[config.mk]
export PLATFORM = sky130hd
export DESIGN_NAME = stable_priority_ready_queue
export DESIGN_NICKNAME = d
export VERILOG_FILES = /design/src/hw/rtl/sprq_pkg.sv /design/src/hw/rtl/sprq_cell.sv /design/src/hw/rtl/stable_priority_ready_queue.sv
export SDC_FILE = /design/constraint.sdc
export NUM_CORES = 1
export LEC_CHECK = 0
export BUFFER_PORTS_ARGS = -buffer_cell sky130_fd_sc_hd__clkbuf_2
export CAP_MARGIN = 20
export CORE_MARGIN = 5
export CORE_UTILIZATION = 60
export DETAILED_ROUTE_END_ITERATION = 16
export PLACE_DENSITY = 0.77
export SLEW_MARGIN = 20
export SYNTH_ARGS = -nofsm -noshare
export SYNTH_HDL_FRONTEND = slang
export SYNTH_SLANG_ARGS = --single-unit
[constraint.sdc]
create_clock -name clk -period 7.46 [get_ports clk]
set_clock_uncertainty 0.15 [all_clocks]
set_input_delay 0 -clock clk [delete_from_list [all_inputs] [get_ports clk]]
set_output_delay 0 -clock clk [all_outputs]
set_load 0.005 [all_outputs]
[src/hw/rtl/sprq_pkg.sv]
// Shared types and constants for the stable priority ready queue.
// Holds the status codes, the action codes and the cell command struct.
// No dependencies.
package sprq_pkg;

  // Widths of the stream fields, fixed by the interface.
  localparam int unsigned IN_ID_W   = 8;
  localparam int unsigned IN_PRIO_W = 8;
  localparam int unsigned STATUS_W  = 2;
  localparam int unsigned OCC_W     = 5;
  localparam int unsigned OUT_DATA_W = 24;

  // Action codes carried in the input tuser.
  localparam logic ACT_ENQUEUE = 1'b0;
  localparam logic ACT_DEQUEUE = 1'b1;

  // Result status codes carried in the output tuser.
  localparam logic [STATUS_W-1:0] ST_OK    = 2'd0;
  localparam logic [STATUS_W-1:0] ST_EMPTY = 2'd1;
  localparam logic [STATUS_W-1:0] ST_FULL  = 2'd2;

  // Command broadcast to every cell of the chain.
  typedef enum logic [1:0] {
    CELL_HOLD,
    CELL_INSERT,
    CELL_REMOVE
  } cell_op_t;

  typedef struct packed {
    cell_op_t op;
    logic     head_only;
  } cell_ctl_t;

endpackage

[src/hw/rtl/sprq_cell.sv]
// One slot of the sorted chain: holds an identifier and its priority.
// Depends on sprq_pkg for the cell command struct.
module sprq_cell #(
  parameter int unsigned ID_WIDTH   = 8,
  parameter int unsigned PRIO_WIDTH = 8
) (
  input  logic                  clk,
  input  sprq_pkg::cell_ctl_t   ctl,
  input  logic                  occ,
  input  logic [ID_WIDTH-1:0]   new_id,
  input  logic [PRIO_WIDTH-1:0] new_prio,
  input  logic                  left_ge,
  input  logic [ID_WIDTH-1:0]   left_id,
  input  logic [PRIO_WIDTH-1:0] left_prio,
  input  logic [ID_WIDTH-1:0]   right_id,
  input  logic [PRIO_WIDTH-1:0] right_prio,
  output logic                  ge,
  output logic [ID_WIDTH-1:0]   id,
  output logic [PRIO_WIDTH-1:0] prio
);
  import sprq_pkg::*;

  logic [ID_WIDTH-1:0]   id_r, id_nxt;
  logic [PRIO_WIDTH-1:0] prio_r, prio_nxt;

  // An occupied slot whose priority is at least the new one stays ahead of it.
  assign ge = occ && (prio_r >= new_prio);

  // Insert: stay, take the new word at the boundary, or take the left word.
  // Remove: take the right word; with head_only set, only occupied slots take it.
  always_comb begin
    id_nxt   = id_r;
    prio_nxt = prio_r;
    case (ctl.op)
      CELL_INSERT: begin
        if (!ge) begin
          if (left_ge) begin
            id_nxt   = new_id;
            prio_nxt = new_prio;
          end else begin
            id_nxt   = left_id;
            prio_nxt = left_prio;
          end
        end
      end
      CELL_REMOVE: begin
        if (!ctl.head_only || occ) begin
          id_nxt   = right_id;
          prio_nxt = right_prio;
        end
      end
      default: begin
        id_nxt   = id_r;
        prio_nxt = prio_r;
      end
    endcase
  end

  // Slot payload needs no reset; only slots below the count are read.
  always_ff @(posedge clk) begin
    id_r   <= id_nxt;
    prio_r <= prio_nxt;
  end

  assign id   = id_r;
  assign prio = prio_r;

endmodule

[src/hw/rtl/stable_priority_ready_queue.sv]
// Top level of the stable priority ready queue: a chain of sorted cells,
// the entry count and the output register. Depends on sprq_pkg and sprq_cell.
//
// Usage:
//   The input channel carries one word per request. in_tuser selects the
//   action (enqueue or dequeue); in_tdata carries the identifier and its
//   priority. Every accepted word gives exactly one result word on the
//   output channel: out_tuser holds the status (ok, empty, full) and
//   out_tdata the removed identifier, its priority and the occupancy after
//   the request.
//   Entries are kept highest priority first; equal priorities leave in the
//   order they arrived. An enqueue into a full queue is dropped.
//   The result is registered and shows on out_tvalid in the cycle after
//   acceptance. Throughput is one word per cycle while the receiver keeps
//   up: every cell compares its own priority with the incoming one and
//   shifts toward its neighbor in the same cycle, so no request waits for another.
//   When the receiver stalls, the pending result holds in the output
//   register and in_tready drops; a new word is taken in the same cycle
//   the pending result is taken.
//   Reset (rst_n low, synchronous) empties the queue and clears the
//   output valid. No clearing pass follows reset.
module stable_priority_ready_queue #(
  parameter int unsigned DEPTH      = 16,
  parameter int unsigned ID_WIDTH   = 8,
  parameter int unsigned PRIO_WIDTH = 8
) (
  input  logic                                 clk,
  input  logic                                 rst_n,
  input  logic                                 in_tvalid,
  output logic                                 in_tready,
  // Bits from low: entry_id[7:0], priority_req[15:8].
  input  logic [sprq_pkg::IN_ID_W+sprq_pkg::IN_PRIO_W-1:0] in_tdata,
  // Bits from low: action[0].
  input  logic                                 in_tuser,
  output logic                                 out_tvalid,
  input  logic                                 out_tready,
  // Bits from low: head_id[7:0], head_priority[15:8], occupancy[20:16], zero.
  output logic [sprq_pkg::OUT_DATA_W-1:0]      out_tdata,
  // Bits from low: status[1:0].
  output logic [sprq_pkg::STATUS_W-1:0]        out_tuser
);
  import sprq_pkg::*;

  localparam int unsigned CNT_W = $clog2(DEPTH + 1);

  logic [CNT_W-1:0]      count_r, count_nxt;
  logic                  out_valid_r;
  logic [STATUS_W-1:0]   status_r, status_nxt;
  logic [IN_ID_W-1:0]    head_id_r, head_id_nxt;
  logic [IN_PRIO_W-1:0]  head_prio_r, head_prio_nxt;

  logic                  in_fire;
  logic                  is_full, is_empty;
  logic [ID_WIDTH-1:0]   new_id;
  logic [PRIO_WIDTH-1:0] new_prio;
  cell_ctl_t             ctl;

  logic [DEPTH-1:0]      cell_ge;
  logic [DEPTH-1:0]      cell_occ;
  logic [ID_WIDTH-1:0]   cell_id   [DEPTH];
  logic [PRIO_WIDTH-1:0] cell_prio [DEPTH];

  // Handshake: a new word enters whenever the output register frees up.
  assign in_tready = !out_valid_r || out_tready;
  assign in_fire   = in_tvalid && in_tready;

  assign is_full  = (count_r == CNT_W'(DEPTH));
  assign is_empty = (count_r == '0);
  assign new_id   = ID_WIDTH'(in_tdata[IN_ID_W-1:0]);
  assign new_prio = PRIO_WIDTH'(in_tdata[IN_ID_W+IN_PRIO_W-1:IN_ID_W]);

  // Decode the command for the chain and the next count and result.
  always_comb begin
    ctl.op        = CELL_HOLD;
    ctl.head_only = 1'b0;
    count_nxt     = count_r;
    status_nxt    = status_r;
    head_id_nxt   = head_id_r;
    head_prio_nxt = head_prio_r;
    if (in_fire) begin
      status_nxt    = ST_OK;
      head_id_nxt   = '0;
      head_prio_nxt = '0;
      if (in_tuser == ACT_ENQUEUE) begin
        if (is_full) begin
          status_nxt = ST_FULL;
        end else begin
          ctl.op    = CELL_INSERT;
          count_nxt = count_r + CNT_W'(1);
        end
      end else begin
        if (is_empty) begin
          status_nxt = ST_EMPTY;
        end else begin
          ctl.op        = CELL_REMOVE;
          count_nxt     = count_r - CNT_W'(1);
          head_id_nxt   = IN_ID_W'(cell_id[0]);
          head_prio_nxt = IN_PRIO_W'(cell_prio[0]);
        end
      end
    end
  end

  // The chain of cells; each one sees its left and right neighbor.
  for (genvar i = 0; i < DEPTH; i++) begin : g_cell
    logic                  left_ge;
    logic [ID_WIDTH-1:0]   left_id, right_id;
    logic [PRIO_WIDTH-1:0] left_prio, right_prio;

    assign cell_occ[i] = (CNT_W'(i) < count_r);

    if (i == 0) begin : g_first
      assign left_ge   = 1'b1;
      assign left_id   = new_id;
      assign left_prio = new_prio;
    end else begin : g_mid
      assign left_ge   = cell_ge[i-1];
      assign left_id   = cell_id[i-1];
      assign left_prio = cell_prio[i-1];
    end

    if (i == DEPTH - 1) begin : g_last
      assign right_id   = new_id;
      assign right_prio = new_prio;
    end else begin : g_inner
      assign right_id   = cell_id[i+1];
      assign right_prio = cell_prio[i+1];
    end

    sprq_cell #(
      .ID_WIDTH   (ID_WIDTH),
      .PRIO_WIDTH (PRIO_WIDTH)
    ) u_cell (
      .clk        (clk),
      .ctl        (ctl),
      .occ        (cell_occ[i]),
      .new_id     (new_id),
      .new_prio   (new_prio),
      .left_ge    (left_ge),
      .left_id    (left_id),
      .left_prio  (left_prio),
      .right_id   (right_id),
      .right_prio (right_prio),
      .ge         (cell_ge[i]),
      .id         (cell_id[i]),
      .prio       (cell_prio[i])
    );
  end

  // Count and output valid are control state; the result word is payload.
  always_ff @(posedge clk) begin
    if (!rst_n) begin
      count_r     <= '0;
      out_valid_r <= 1'b0;
    end else begin
      count_r <= count_nxt;
      if (in_fire) begin
        out_valid_r <= 1'b1;
      end else if (out_tready) begin
        out_valid_r <= 1'b0;
      end
    end
    status_r    <= status_nxt;
    head_id_r   <= head_id_nxt;
    head_prio_r <= head_prio_nxt;
  end

  // The occupancy reported is the count after the request.
  assign out_tvalid = out_valid_r;
  assign out_tuser  = status_r;
  assign out_tdata  = {{(OUT_DATA_W - IN_ID_W - IN_PRIO_W - OCC_W){1'b0}},
                       OCC_W'(count_r), head_prio_r, head_id_r};

`ifndef NO_ASSERTIONS
  // The count never goes past the number of cells.
  a_count_bound: assert property (@(posedge clk) disable iff (!rst_n)
    count_r <= CNT_W'(DEPTH))
    else $error("entry count exceeds depth");

  // A full result leaves the queue at full occupancy.
  a_full_status: assert property (@(posedge clk) disable iff (!rst_n)
    (out_valid_r && status_r == ST_FULL) |-> is_full)
    else $error("full status with free slots");

  // A successful dequeue lowers the count by one.
  a_deq_count: assert property (@(posedge clk) disable iff (!rst_n)
    (in_fire && in_tuser == ACT_DEQUEUE && !is_empty)
      |=> (count_r == $past(count_r) - CNT_W'(1)))
    else $error("dequeue did not lower the count");

  // Every accepted word leaves a result waiting in the next cycle.
  a_result_follows: assert property (@(posedge clk) disable iff (!rst_n)
    in_fire |=> out_valid_r)
    else $error("accepted word produced no result");

  // The first two cells, when occupied, stay in descending priority order.
  a_sorted: assert property (@(posedge clk) disable iff (!rst_n)
    (cell_occ[1] && !$isunknown(cell_prio[1])) |-> (cell_prio[0] >= cell_prio[1]))
    else $error("head cells out of priority order");
`endif

endmodule
==> impl_results.md <==
* Post-Syn Instances at 1619
* Commonest cells after routing, fill and taps aside: o211ai_1, edfxtp_1, nand2_1
* Clock root buffer: clkbuf_16
* Via density at 7.08
* Yosys cell types at 64
* Hold_ws at 84.5 ps
* Reg clk slew, reported paths at 60 ps
* Die Footprint at 32700 um2
* FFs w/ async S/R, synth at 0
* HP Class: in2reg
* Cell Pwr Density at 315 nW/um2
* Post-synth top area cell: edfxtp_1
* Number of remaining DRC errors at 0
* Final cell count without fillers at 1991
* Number of global-route vias before repair at 14100
* Row cnt at 62
* GP Congestion at 0.881
* ANT nets after route at 0
* Setup violations, final at 0
* Post-synth EDFFs at 274
* Minimum clock period at 3940 ps
* Synth warn at 0
* Input/output buffers at 45
* Top cells by area, synth: edfxtp_1, o211ai_1, ha_1, nand2_1, buf_2
* Status: finished, final reports clean
* Final nets at 1736
* Clk_lat worst skew at 560 ps
* Slew headroom at 0.316
* Dpl ws at 3590 ps
* Period utilisation layout at 0.529
* Total gr overflow at 0
* Mapped Area at 17500 um2
* Yosys top cell area share at 0.470
* Synthesis-to-layout area growth at 6.84%
* DP Cell Count at 1915
* Critical-path cell list: inv_1 > ha_1 > or3b_4 > o21a_4 > nand2_8 > buf_4 > nand2_2 > o211ai_1
* CP bufs+invs at 2
* H-Tree Depth at 1
* Cts repair resizes at 0
* Total chip power at 5.88 mW
* Initial Utilization at 0.608
* Final worst slack at 3520 ps
* Delay-heaviest family, CP: simple AND/OR/NAND/NOR gates
* Io pins at 49
* Clock Path Buffers at 3
* Crit Path Category: reg2reg
* Vias at 14100
* Crit path launch type: flip-flop
* Avg Synthesized Cell Area at 10.8 um2
* Clk sink count at 280
* First-pass GRT wire length at 78500 um
* Wire per inst at 25.8 um
* Initial antenna violation count at 0
* Num CTS Buffers at 30
* Largest net degree at the start of global routing at 156
* Total GRT Usage at 0.301
* Diodes inserted at 0
* Share of cells above drive strength 1 at 0.110
* RSZ-0062 raised after global routing: no
* TritonRoute pass-1 iters at 5
* Setup TNS at 0 ps
* Critical Path Fanout Max at 155
* Fill count at 2203
* Total wire length at 51300 um
* Maximum clock rate at 254 MHz
* Final Max Slew Viols at 0
* Slowest stage delay, CP at 670 ps
* Max-Cap Viols at 0
* Worst Tran Pin Value at 1030 ps
* CTS tree: done
* Req. time, crit path at 7690 ps
* Yosys reg bits at 280
* Crit-path slowest cell: nand2_8
* Arr. time, crit path at 4170 ps
* First-iteration detailed-routing DRC count at 1827
* P_leak at 6.42 nW
* Sequential-to-total area share from yosys stat at 0.477
* Core area at 28800 um2
* Post-CTS Setup Inserts at 0
* Die W at 181 um
* Setup crit end kind: flip-flop
* Ys flop type: edfxtp_1
* Most common cell after layout, fill and taps aside: o211ai_1
* VDD IR-drop max at 223 uV
* Die Y at 181 um
* DPL Wire Length at 33800 um
* Fin. Hold Viols at 0
## routing by layer
layer | vias up | track usage | wire [um] | part of all wire
li1 | 6249 | - | - | -
met1 | 6820 | 0.397 | 19600 | 0.38
met2 | 828 | 0.498 | 24600 | 0.48
met3 | 193 | 0.0493 | 4770 | 0.093
met4 | 0 | 0.126 | 2400 | 0.047
met5 | - | 0 | 0 | 0
## logic make-up (layout without fill, tap and decap cells)
logic type                 after synthesis  after routing  synth area share
AOI/OAI and AO/OA                      594            594             0.251
and+or+nand+nor                        393            393             0.103
DFF                                    280            280             0.477
buffers and inverters                  197            183            0.0615
adders and majority gates              132            132            0.0944
muxes                                   17             17            0.0109
xor gates and xnor gates                 5              5           0.00250
other                                    1              3          0.000214
## flip-flops by register name (all words and copies together) (netlist names)
signal	flops
g_cell.u_cell.id	128
head_prio_r	8
out_tuser	2
count_r	5
g_cell.u_cell.prio	128
out_tvalid	1
head_id_r	8
## cell usage after synthesis (16+ instances only)
master,number
nand2_1,249
a21oi_1,26
nor2_1,30
inv_1,37
o21ai_0,46
ha_1,132
buf_4,20
o211ai_1,422
clkbuf_1,25
and2_1,22
buf_6,19
a21o_1,23
a31oi_1,16
nand2b_1,18
edfxtp_1,274
buf_2,85
## report_power, final
part           internal [mW]  switching [mW]
combinational          0.657            1.13
sequential              2.25           0.304
clock                  0.890           0.642
## worst min-delay path, delay by kind of cell
kind,cells,cell delay [ps]
buf+inv,2,470
mux,1,210
## cell type report
| cell class | instances | area (um2) | area share |
|---|---|---|---|
| sequential | 280 | 8350 | 0.447 |
| inverter | 37 | 139 | 0.00743 |
| timing repair buffer | 90 | 626 | 0.0335 |
| tap | 384 | 480 | 0.0257 |
| clock inverter | 23 | 210 | 0.0112 |
| clock buffer | 33 | 783 | 0.0419 |
| multi-input combinational | 1144 | 8100 | 0.434 |
## worst paths after layout
check	slack, ps	end	depth (start not counted)	from
hold / removal	80	g_cell[15].u_cell.prio[0]	3	in_tdata[8]
hold reg to reg	410	g_cell[14].u_cell.id[7]	2	g_cell[15].u_cell.id[7]
setup reg to reg	3520	g_cell[2].u_cell.id[7]	8	count_r[1]
setup / recovery	3520	g_cell[2].u_cell.id[7]	8	count_r[1]
## metrics by stage
step,cell area (um2),util
floorplan,17500,-
detailed placement,17500,0.608
finish,18700,0.649
global placement,17500,0.607
global route,18700,0.649
CTS,18700,0.649
## repair_timing
item	CTS	global route
endpoints found under the hold margin	31	0
hold buffers	20	0
setup endpoints to repair	0	0
(Power assumes the default switching activity.)
